$ cat src/rtl/msq_pkg.sv
// Shared types, constants and the case table for the marching-squares cell segment block.
`timescale 1ns / 1ps

package msq_pkg;

    // Field widths fixed by the interface.
    localparam int COORD_W  = 10;
    localparam int HEIGHT_W = 16;
    localparam int EDGE_W   = 21;
    localparam int CFG_W    = 11;
    localparam int SUM_W    = HEIGHT_W + 2;

    // Samples per grid side after reset.
    localparam int GRID_RES_RESET = 256;
    // Smallest usable resolution.
    localparam int GRID_RES_MIN   = 2;

    // Corner bits of the 4-bit case code; a set bit means the corner is inside.
    localparam logic [3:0] CASE_NONE = 4'b0000;
    localparam logic [3:0] CASE_BL   = 4'b0001;
    localparam logic [3:0] CASE_BR   = 4'b0010;
    localparam logic [3:0] CASE_TR   = 4'b0100;
    localparam logic [3:0] CASE_TL   = 4'b1000;
    localparam logic [3:0] CASE_ALL  = 4'b1111;

    // One input beat: a cell and its four corner heights.
    typedef struct packed {
        logic        [COORD_W-1:0]  cell_x;
        logic        [COORD_W-1:0]  cell_y;
        logic signed [HEIGHT_W-1:0] height_bottom_left;
        logic signed [HEIGHT_W-1:0] height_bottom_right;
        logic signed [HEIGHT_W-1:0] height_top_right;
        logic signed [HEIGHT_W-1:0] height_top_left;
    } t_cell_in;

    // One output beat: a segment given by a pair of edge numbers.
    typedef struct packed {
        logic [EDGE_W-1:0] edge_first;
        logic [EDGE_W-1:0] edge_second;
        logic              last_segment;
    } t_seg_out;

    // The edges of a cell: bottom, right, top and left.
    typedef enum logic [1:0] {
        EDGE_BOT,
        EDGE_RGT,
        EDGE_TOP,
        EDGE_LFT
    } t_edge_sel;

    // Which edges each segment of a cell joins.
    typedef struct packed {
        logic      any;
        logic      two;
        t_edge_sel a0;
        t_edge_sel b0;
        t_edge_sel a1;
        t_edge_sel b1;
    } t_seg_plan;

    // Up to two segments of one cell, with a valid bit each after dropping
    // segments whose ends coincide.
    typedef struct packed {
        logic              v0;
        logic              v1;
        logic [EDGE_W-1:0] a0;
        logic [EDGE_W-1:0] b0;
        logic [EDGE_W-1:0] a1;
        logic [EDGE_W-1:0] b1;
    } t_seg_pair;

    // Map a case code and the saddle decision to the edges that are joined.
    function automatic t_seg_plan seg_plan(input logic [3:0] code, input logic center_in);
        t_seg_plan p;
        p.any = 1'b1;
        p.two = 1'b0;
        p.a0  = EDGE_BOT;
        p.b0  = EDGE_LFT;
        p.a1  = EDGE_RGT;
        p.b1  = EDGE_TOP;
        case (code)
            CASE_BL, CASE_ALL ^ CASE_BL: begin
                p.a0 = EDGE_BOT;
                p.b0 = EDGE_LFT;
            end
            CASE_BR, CASE_ALL ^ CASE_BR: begin
                p.a0 = EDGE_BOT;
                p.b0 = EDGE_RGT;
            end
            CASE_BL | CASE_BR, CASE_TR | CASE_TL: begin
                p.a0 = EDGE_LFT;
                p.b0 = EDGE_RGT;
            end
            CASE_TR, CASE_ALL ^ CASE_TR: begin
                p.a0 = EDGE_RGT;
                p.b0 = EDGE_TOP;
            end
            CASE_BR | CASE_TR, CASE_BL | CASE_TL: begin
                p.a0 = EDGE_BOT;
                p.b0 = EDGE_TOP;
            end
            CASE_ALL ^ CASE_TL, CASE_TL: begin
                p.a0 = EDGE_LFT;
                p.b0 = EDGE_TOP;
            end
            CASE_BL | CASE_TR: begin
                p.two = 1'b1;
                if (center_in) begin
                    p.a0 = EDGE_BOT;
                    p.b0 = EDGE_RGT;
                    p.a1 = EDGE_TOP;
                    p.b1 = EDGE_LFT;
                end else begin
                    p.a0 = EDGE_BOT;
                    p.b0 = EDGE_LFT;
                    p.a1 = EDGE_RGT;
                    p.b1 = EDGE_TOP;
                end
            end
            CASE_BR | CASE_TL: begin
                p.two = 1'b1;
                if (center_in) begin
                    p.a0 = EDGE_BOT;
                    p.b0 = EDGE_LFT;
                    p.a1 = EDGE_RGT;
                    p.b1 = EDGE_TOP;
                end else begin
                    p.a0 = EDGE_BOT;
                    p.b0 = EDGE_RGT;
                    p.a1 = EDGE_TOP;
                    p.b1 = EDGE_LFT;
                end
            end
            default: begin
                // Flat cell, all corners on one side: no contour crosses it.
                p.any = 1'b0;
            end
        endcase
        return p;
    endfunction

endpackage

$ cat src/rtl/msq_seg_gen.sv
// Edge numbering and case classification for one registered grid cell.
`timescale 1ns / 1ps

module msq_seg_gen #(
    parameter int RES_W = 11
) (
    input  msq_pkg::t_cell_in              i_cell,
    input  logic [RES_W-1:0]               i_res_m1,
    input  logic [msq_pkg::EDGE_W-1:0]     i_vbase,
    output msq_pkg::t_seg_pair             o_segs
);

    localparam int PROD_W = RES_W + msq_pkg::COORD_W;

    logic [3:0]                        code;
    logic signed [msq_pkg::SUM_W-1:0]  corner_sum;
    logic                              center_in;
    logic [PROD_W-1:0]                 row_prod;
    logic [msq_pkg::EDGE_W-1:0]        row_base;
    logic [msq_pkg::EDGE_W-1:0]        key_bot;
    logic [msq_pkg::EDGE_W-1:0]        key_top;
    logic [msq_pkg::EDGE_W-1:0]        key_lft;
    logic [msq_pkg::EDGE_W-1:0]        key_rgt;
    msq_pkg::t_seg_plan                plan;

    // A corner at zero or above counts as inside.
    assign code = {~i_cell.height_top_left[msq_pkg::HEIGHT_W-1],
                   ~i_cell.height_top_right[msq_pkg::HEIGHT_W-1],
                   ~i_cell.height_bottom_right[msq_pkg::HEIGHT_W-1],
                   ~i_cell.height_bottom_left[msq_pkg::HEIGHT_W-1]};

    // The saddle decision uses the corner sum, two bits wider than a height.
    assign corner_sum = msq_pkg::SUM_W'(i_cell.height_bottom_left)
                      + msq_pkg::SUM_W'(i_cell.height_bottom_right)
                      + msq_pkg::SUM_W'(i_cell.height_top_right)
                      + msq_pkg::SUM_W'(i_cell.height_top_left);
    assign center_in  = ~corner_sum[msq_pkg::SUM_W-1];

    // Edge numbers wrap to the edge width. With R the resolution,
    // y*R = y*(R-1) + y, so one product serves both edge families.
    assign row_prod = PROD_W'(i_cell.cell_y) * PROD_W'(i_res_m1);
    assign row_base = msq_pkg::EDGE_W'(row_prod);
    assign key_bot  = row_base + msq_pkg::EDGE_W'(i_cell.cell_x);
    assign key_top  = key_bot + msq_pkg::EDGE_W'(i_res_m1);
    assign key_lft  = i_vbase + key_bot + msq_pkg::EDGE_W'(i_cell.cell_y);
    assign key_rgt  = key_lft + msq_pkg::EDGE_W'(1);

    assign plan = msq_pkg::seg_plan(code, center_in);

    function automatic logic [msq_pkg::EDGE_W-1:0] pick(
        input msq_pkg::t_edge_sel sel,
        input logic [msq_pkg::EDGE_W-1:0] bot,
        input logic [msq_pkg::EDGE_W-1:0] rgt,
        input logic [msq_pkg::EDGE_W-1:0] top,
        input logic [msq_pkg::EDGE_W-1:0] lft
    );
        logic [msq_pkg::EDGE_W-1:0] k;
        case (sel)
            msq_pkg::EDGE_BOT: k = bot;
            msq_pkg::EDGE_RGT: k = rgt;
            msq_pkg::EDGE_TOP: k = top;
            msq_pkg::EDGE_LFT: k = lft;
            default:           k = bot;
        endcase
        return k;
    endfunction

    // Resolve the edge numbers and drop segments whose two ends coincide.
    always_comb begin
        o_segs.a0 = pick(plan.a0, key_bot, key_rgt, key_top, key_lft);
        o_segs.b0 = pick(plan.b0, key_bot, key_rgt, key_top, key_lft);
        o_segs.a1 = pick(plan.a1, key_bot, key_rgt, key_top, key_lft);
        o_segs.b1 = pick(plan.b1, key_bot, key_rgt, key_top, key_lft);
        o_segs.v0 = plan.any && (o_segs.a0 != o_segs.b0);
        o_segs.v1 = plan.any && plan.two && (o_segs.a1 != o_segs.b1);
    end

endmodule

$ cat src/rtl/marching_squares_cell_segments_top.sv
// Top level of the marching-squares cell segment block: cell register, output register, config.
// Each accepted cell yields zero, one or two segment beats on the output channel. A cell is
// taken every cycle while the output keeps up and no saddle cell holds the cell register; it
// sits in the cell register, where edge numbers are formed by one product of the row and the
// resolution minus one, and its segment then moves into the output register, from which it is
// offered on the output. A saddle cell with two segments holds the cell register until its
// second segment is sent; flat cells and cells whose segments all collapse leave nothing on
// the output. A resolution write is clamped to the range from two to MAX_RESOLUTION and its
// derived terms are ready on the next cycle.
`timescale 1ns / 1ps

module marching_squares_cell_segments_top #(
    parameter int MAX_RESOLUTION = 1024
) (
    input  logic                        i_clk,
    input  logic                        i_rst_n,
    input  logic                        i_in_valid,
    output logic                        o_in_ready,
    input  msq_pkg::t_cell_in           i_in_data,
    output logic                        o_out_valid,
    input  logic                        i_out_ready,
    output msq_pkg::t_seg_out           o_out_data,
    input  logic                        i_cfg_valid,
    output logic                        o_cfg_ready,
    input  logic [msq_pkg::CFG_W-1:0]   i_cfg_data
);

    localparam int RES_W       = $clog2(MAX_RESOLUTION + 1);
    localparam int CMP_W       = (RES_W > msq_pkg::CFG_W) ? RES_W : msq_pkg::CFG_W;
    localparam int RESET_RES   = (msq_pkg::GRID_RES_RESET > MAX_RESOLUTION)
                               ? MAX_RESOLUTION : msq_pkg::GRID_RES_RESET;
    localparam int RESET_VBASE = (RESET_RES * (RESET_RES - 1)) % (1 << msq_pkg::EDGE_W);

    // Derived resolution terms, kept from the last write.
    logic [RES_W-1:0]             r_res_m1;
    logic [msq_pkg::EDGE_W-1:0]   r_vbase;
    logic [CMP_W-1:0]             cfg_ext;
    logic [RES_W-1:0]             cfg_eff;
    logic [RES_W-1:0]             n_res_m1;
    logic [2*RES_W-1:0]           n_vbase_prod;

    // Cell register and output register.
    logic                         r_s1_valid;
    logic                         r_s1_phase;
    msq_pkg::t_cell_in            r_s1_cell;
    logic                         r_out_valid;
    msq_pkg::t_seg_out            r_out_data;

    msq_pkg::t_seg_pair           segs;
    logic                         out_free;
    logic                         cur_valid;
    logic                         cur_last;
    logic [msq_pkg::EDGE_W-1:0]   cur_first;
    logic [msq_pkg::EDGE_W-1:0]   cur_second;
    logic                         s1_emit;
    logic                         s1_done;
    logic                         in_accept;

    // Clamp the written resolution and form R-1 and R*(R-1).
    always_comb begin
        cfg_ext = CMP_W'(i_cfg_data);
        if (cfg_ext < CMP_W'(msq_pkg::GRID_RES_MIN)) begin
            cfg_eff = RES_W'(msq_pkg::GRID_RES_MIN);
        end else if (cfg_ext > CMP_W'(MAX_RESOLUTION)) begin
            cfg_eff = RES_W'(MAX_RESOLUTION);
        end else begin
            cfg_eff = RES_W'(cfg_ext);
        end
        n_res_m1     = cfg_eff - RES_W'(1);
        n_vbase_prod = (2*RES_W)'(cfg_eff) * (2*RES_W)'(n_res_m1);
    end

    assign o_cfg_ready = 1'b1;

    always_ff @(posedge i_clk) begin
        if (!i_rst_n) begin
            r_res_m1 <= RES_W'(RESET_RES - 1);
            r_vbase  <= msq_pkg::EDGE_W'(RESET_VBASE);
        end else if (i_cfg_valid) begin
            r_res_m1 <= n_res_m1;
            r_vbase  <= msq_pkg::EDGE_W'(n_vbase_prod);
        end
    end

    // Segment generation for the cell in the cell register.
    msq_seg_gen #(
        .RES_W (RES_W)
    ) u_seg_gen (
        .i_cell   (r_s1_cell),
        .i_res_m1 (r_res_m1),
        .i_vbase  (r_vbase),
        .o_segs   (segs)
    );

    // Pick the segment to send: the first valid one, or the second once the first is out.
    always_comb begin
        if (r_s1_phase) begin
            cur_valid  = 1'b1;
            cur_first  = segs.a1;
            cur_second = segs.b1;
        end else if (segs.v0) begin
            cur_valid  = 1'b1;
            cur_first  = segs.a0;
            cur_second = segs.b0;
        end else begin
            cur_valid  = segs.v1;
            cur_first  = segs.a1;
            cur_second = segs.b1;
        end
        cur_last = r_s1_phase || !(segs.v0 && segs.v1);
    end

    // Handshake: the cell register frees once its final beat moves on, or at once if it has none.
    assign out_free   = !r_out_valid || i_out_ready;
    assign s1_emit    = r_s1_valid && cur_valid && out_free;
    assign s1_done    = r_s1_valid && (!cur_valid || (out_free && cur_last));
    assign o_in_ready = !r_s1_valid || s1_done;
    assign in_accept  = i_in_valid && o_in_ready;

    always_ff @(posedge i_clk) begin
        if (!i_rst_n) begin
            r_s1_valid <= 1'b0;
            r_s1_phase <= 1'b0;
        end else if (in_accept) begin
            r_s1_valid <= 1'b1;
            r_s1_phase <= 1'b0;
        end else if (s1_done) begin
            r_s1_valid <= 1'b0;
            r_s1_phase <= 1'b0;
        end else if (s1_emit) begin
            r_s1_phase <= 1'b1;
        end
    end

    always_ff @(posedge i_clk) begin
        if (in_accept) begin
            r_s1_cell <= i_in_data;
        end
    end

    // Output register.
    always_ff @(posedge i_clk) begin
        if (!i_rst_n) begin
            r_out_valid <= 1'b0;
        end else if (s1_emit) begin
            r_out_valid <= 1'b1;
        end else if (i_out_ready) begin
            r_out_valid <= 1'b0;
        end
    end

    always_ff @(posedge i_clk) begin
        if (s1_emit) begin
            r_out_data.edge_first   <= cur_first;
            r_out_data.edge_second  <= cur_second;
            r_out_data.last_segment <= cur_last;
        end
    end

    assign o_out_valid = r_out_valid;
    assign o_out_data  = r_out_data;

    // The second-segment phase only exists with a cell held.
    a_phase_needs_cell: assert property (@(posedge i_clk) disable iff (!i_rst_n)
        r_s1_phase |-> r_s1_valid)
        else $error("second-segment phase set with no cell held");

    // Sending the first of two segments holds the cell for its second one.
    a_first_of_two_holds: assert property (@(posedge i_clk) disable iff (!i_rst_n)
        (s1_emit && !cur_last) |=> (r_s1_valid && r_s1_phase))
        else $error("cell released before its second segment");

    // A beat sent from the second-segment phase always closes the cell.
    a_phase_beat_is_last: assert property (@(posedge i_clk) disable iff (!i_rst_n)
        (s1_emit && r_s1_phase) |=> (o_out_valid && o_out_data.last_segment))
        else $error("second segment not marked as last");

endmodule

$ cat config.mk
export PLATFORM = sky130hd
export DESIGN_NAME = marching_squares_cell_segments_top
export DESIGN_NICKNAME = d
export VERILOG_FILES = /design/src/rtl/msq_pkg.sv /design/src/rtl/msq_seg_gen.sv /design/src/rtl/marching_squares_cell_segments_top.sv
export SDC_FILE = /design/constraint.sdc
export NUM_CORES = 1
export LEC_CHECK = 0
export BUFFER_PORTS_ARGS = -buffer_cell sky130_fd_sc_hd__buf_2
export CORE_MARGIN = 5
export CORE_UTILIZATION = 56
export DETAILED_ROUTE_END_ITERATION = 7
export GPL_TIMING_DRIVEN = 1
export PLACE_DENSITY = 0.75
export SLEW_MARGIN = 20
export SYNTH_ARGS = -nofsm -noshare
export SYNTH_HDL_FRONTEND = slang
export SYNTH_HIERARCHICAL = 1
export SYNTH_SLANG_ARGS = --single-unit
$ cat constraint.sdc
create_clock -name i_clk -period 22.2 [get_ports i_clk]
set_input_delay 3.33 -clock i_clk [delete_from_list [all_inputs] [get_ports i_clk]]
set_output_delay 3.33 -clock i_clk [all_outputs]
set_load 0.1 [all_outputs]
== Yosys cells after proc, flatten, opt, wreduce, memory -nomap -nowiden ==
Cells that the tools add are included.

* $add $sub $neg: 9
* Multipliers: 2
* $lt $le $gt $ge: 2
* Equality and inequality tests: 28
* Muxes and demuxes: 22
* Bitwise operators: 5
* Reductions and logical operators: 31

{| class="wikitable"
|+ Operators with widths
! cell !! count
|-
| $pmux 21 s4 || 4
|-
| $mux 21 || 4
|-
| $add 21x10->21 || 2
|-
| $ne 21x21->1 || 2
|-
| $eq 4x4->1 const B || 7
|-
| $pmux 4 s7 || 1
|-
| $mux 11 || 2
|-
| $add 21x1->21 const B || 1
|-
| $add 21x11->21 || 1
|-
| $add 21x21->21 || 1
|-
| $mul 10x11->21 || 1
|-
| $mul 11x11->21 || 1
|-
| $add 17x16->18 || 1
|-
| $add 18x16->18 || 1
|-
| $add 16x16->17 || 1
|-
| $eq 2x2->1 const B || 8
|-
| $eq 4x3->1 const B || 4
|-
| $reduce_or 14->1 || 1
|-
| $mux 6 || 2
|-
| $reduce_or 2->1 || 6
|-
| $gt 11x11->1 const B || 1
|-
| $lt 11x2->1 const B || 1
|-
| $sub 11x1->11 const B || 1
|-
| $logic_and 1x1->1 || 9
|-
| other kinds (11) || 36
|}

* Register bits after elaboration: 162
* Bits of input ports: 100
* Output and inout port bits: 46
* Word-level logic and storage cells: 113

== Longest topological paths before layout ==
* Depth after elaboration: 18
* Mapped depth: 40

== Modules after synthesis ==
Netlist, hierarchy kept.

{| class="wikitable"
|+ By module, submodules not included
! module !! instances !! cells an instance !! area an instance (sq um) !! sequential area each (sq um)
|-
| msq_seg_gen || 1 || 1,447 || 11,225.8 || 0.0
|-
| marching_squares_cell_segments_top || 1 || 844 || 9,927.0 || 4,494.3
|}

== Worst setup path before layout ==
No wires, ideal clock.

* Kind: flip-flop to flip-flop
* From: reg r_s1_cell[65] (netlist bit)
* To: reg r_s1_cell[0] (netlist bit) (enable)
* Library setup time: 554 ps
* Data arrival time: 12,620 ps
* Data required time: 21,646 ps
* Path slack: 9,027 ps
* Stages on the path, launching flop included: 38
* Path buffers: 3
* Cell sequence: edfxtp_1 clkbuf_1 nand2_1 fa_1 inv_1 fa_1 inv_1 fa_1 inv_1 fa_1 inv_1 fa_1 inv_1 ha_1 buf_6 a2111oi_1 o21a_1 nor3_1 (+2 left out) ha_1 ha_1 clkbuf_2 nand2_1 a211oi_2 a21o_4 xor2_4 nand4_4 or3_4 nor4_2 a211oi_1 or3b_1 nor4_1 a21oi_1 nor2b_1 o21ai_0 nand2_1 a21oi_1

{| class="wikitable"
|+ RTL lines
! element !! line !! RTL
|-
| from (decl) || marching_squares_cell_segments_top.sv:45 || <nowiki>msq_pkg::t_cell_in r_s1_cell;</nowiki>
|-
| from (signal assigned) || marching_squares_cell_segments_top.sv:137 || <nowiki>r_s1_cell <= i_in_data;</nowiki>
|}

==> key figures <==
Setup path
  • Element type at the critical path start: flip-flop
  • CP peak stage delay: 0.77 ns
  • WS Path Type: reg -> out
  • Worst-path maximum fanout: 14
  • Crit-path slowest cell: nor3_2
  • Critical Path AT: 11.16 ns
  • CP Capture Type: output port
  • Worst Reg2Reg Path Length in Cells: 35
  • Worst Path Required: 18.87 ns

Timing
  • Worst Hold Margin: 0.491 ns
  • Rel. slew slack: 0.262
  • Max-slew violation count: 0
  • Tcrit/Tclk final: 0.653
  • Measured slew at the worst slew-check pin: 1.11 ns
  • Setup violators final: 0
  • Final worst slack: 7.71 ns
  • Fin. Hold Viols: 0
  • Setup TNS: 0 ns
  • Fin crit period: 14.49 ns
  • FMAX: 69.0 MHz
  • Unrepaired setup endpoints after global routing: false
  • Post-Route Skew: 0.0204 ns

Place
  • DPL Wire Length: 45.5 mm
  • Placed cell area: 0.0222 sq mm
  • Final GP Congestion: 0.939
  • Dpl ws: 8.33 ns
  • IO buf count: 144

Floorplanning
  • Io pins: 146
  • Core Rows: 71
  • Die Y: 204 um
  • Initial core utilization: 0.564
  • Die Span X: 204 um
  • Die area: 0.0418 sq mm
  • CORE AREA: 0.0375 sq mm

Routing
  • Drt via density: 5.94
  • Post-DRT Antenna Nets: 0
  • Via Count: 17.2k
  • Post-route DRC violation count: 0
  • Drt wl/cell: 19.8 um
  • First drt pass iteration count: 6
  • WL final: 57.3 mm
  • DRC marker count from the first detailed-route iteration: 1209

Run status
  • Outcome: finished, final reports clean

Layout
  • Multi-input gate area: 0.0151 sq mm
  • Nets: 2866
  • Post-Layout Inst Area: 0.0229 sq mm
  • Number of fill cells in the layout: 3262
  • Antenna fix cells: 0
  • Share of cells above drive strength 1: 0.136
  • Area delta synth->final: 8.06%
  • Register area: 0.00449 sq mm

Yosys
  • Asr flop ratio synth: 0
  • Yosys reg bits: 161
  • Post-synthesis sequential area ratio: 0.212
  • Post-synthesis cell type count: 117
  • Post-synth EDFFs: 127
  • Synth Cell Area: 0.0212 sq mm
  • Synth top area share: 0.192
  • Mean post-synth cell area: 9.23 sq um
  • Synth warn: 6
  • Dominant synthesized flop cell: edfxtp_1
  • Syn_nets: 2783
  • Dominant cell type by area after synthesis: fa_1
  • Synth area leaders: fa_1, edfxtp_1, ha_1
  • Mapped Cells: 2291

Global route
  • Vias in the first global route: 17.5k
  • Total GRT Usage: 0.275
  • GRT overflow: 0
  • First-pass GRT wire length: 91.4 mm
  • Pin count of the biggest net entering global routing: 84
  • Initial antenna violation count: 1

Clock tree
  • CTS max path bufs: 2
  • Clock sinks: 161
  • Total CTS buffers: 17
  • CTS tree: yes
  • Clock Latency Late Sink: 0.46 ns
  • Post-CTS Setup Bufs: 0
  • H-tree lvl count: 4
  • Clock transition at the registers of the reported paths: 0.08 ns
  • CTS hold repair buffers: 0
  • CTS resizes: 0
  • CTS root buf: clkbuf_16

Flow run
  • Max-Cap Viols: 0

Min path
  • Hold Crit Depth: 1
  • Min-Delay Path Class: reg -> reg
state kept, by name, summed over array words and instances, names as in the netlist:
register and flops:
o_out_data 43, o_out_valid 1, r_res_m1 11, r_s1_cell 84, r_s1_phase 1, r_s1_valid 1, r_vbase 20
metal layers:
metal  up-vias  global-route usage  wire [um]
met3       102              0.0373       3900
met1      8445               0.368      24200
met5         -                   0         13
li1       8010                   -          -
met4         2               0.102       1910
met2       639               0.459      27200
layout make-up:
class,instances,area share
clock inverters,14,0.00717
clock buffers,17,0.0186
inverters,322,0.0529
flip-flops and latches,161,0.197
well taps,511,0.0280
multi-input cells,1715,0.660
repair buffers,157,0.0363
logic make-up (layout without fill, tap and decap cells):
kind of cell / after synthesis / count (layout) / synth area share
fa+ha+maj: 392 / 392 / 0.304
compound gates: 448 / 448 / 0.148
simple gates: 686 / 686 / 0.167
other cells: 2 / 2 / 0.000355
xor+xnor: 122 / 122 / 0.0584
flops: 161 / 161 / 0.212
mux: 65 / 65 / 0.0334
buf+inv: 415 / 510 / 0.0758
synth_stat cells (20+ instances only):
cell type	instances
inv_1	318
xor2_1	32
a21o_1	21
nor2_1	133
edfxtp_1	127
mux2_2	45
o211ai_1	22
nand4_1	30
mux2i_1	20
o21a_1	22
xnor2_1	75
nand3_1	32
and2_1	59
ha_1	189
fa_1	203
a21oi_1	95
dfxtp_1	34
nand2b_1	48
and3_1	21
nand2_1	208
nor2b_1	24
o21ai_0	100
nor3_1	40
or2_2	20
clkbuf_1	71
per-stage QoR:
stage | cells | util
floorplan | 2291 | -
global placement | 2865 | 0.593
detailed placement | 2865 | 0.593
CTS | 2896 | 0.609
global route | 2897 | 0.610
finish | 2897 | 0.610
critical path: cells and delay by family (launching register included):
kind	cells	cell delay [ns]
AOI/OAI and AO/OA	8	2.08
adders and majority gates	8	3.63
buffers and inverters	6	0.67
DFF	1	0.64
and+or+nand+nor	13	3.67
placed cells by master (no fill, tap or decap), drive strengths merged, types with 34 or more instances in the layout:
cell type	n
nor3	42
fa	203
xnor2	81
dfxtp	34
nor2	134
a21oi	96
and2	59
buf	157
mux2	45
nand3	34
nand2	210
o21ai	112
nand2b	49
ha	189
edfxtp	127
xor2	36
inv	329
worst paths after layout:
check / startpoint / endpoint / slack (ns)
worst min-delay path: r_vbase[4]$_SDFFE_PN0P_ / r_vbase[4]$_SDFFE_PN0P_ / 0.49
worst max register to register: r_res_m1[7]$_SDFFE_PN1P_ / r_s1_cell[28]$_DFFE_PP_ / 10.49
worst min register to register: r_vbase[4]$_SDFFE_PN0P_ / r_vbase[4]$_SDFFE_PN0P_ / 0.49
worst max-delay path: r_res_m1[7]$_SDFFE_PN1P_ / o_in_ready / 7.71
Power is not shown: default switching activity piles up to over one toggle a cycle in this logic, so the estimate is an artifact.
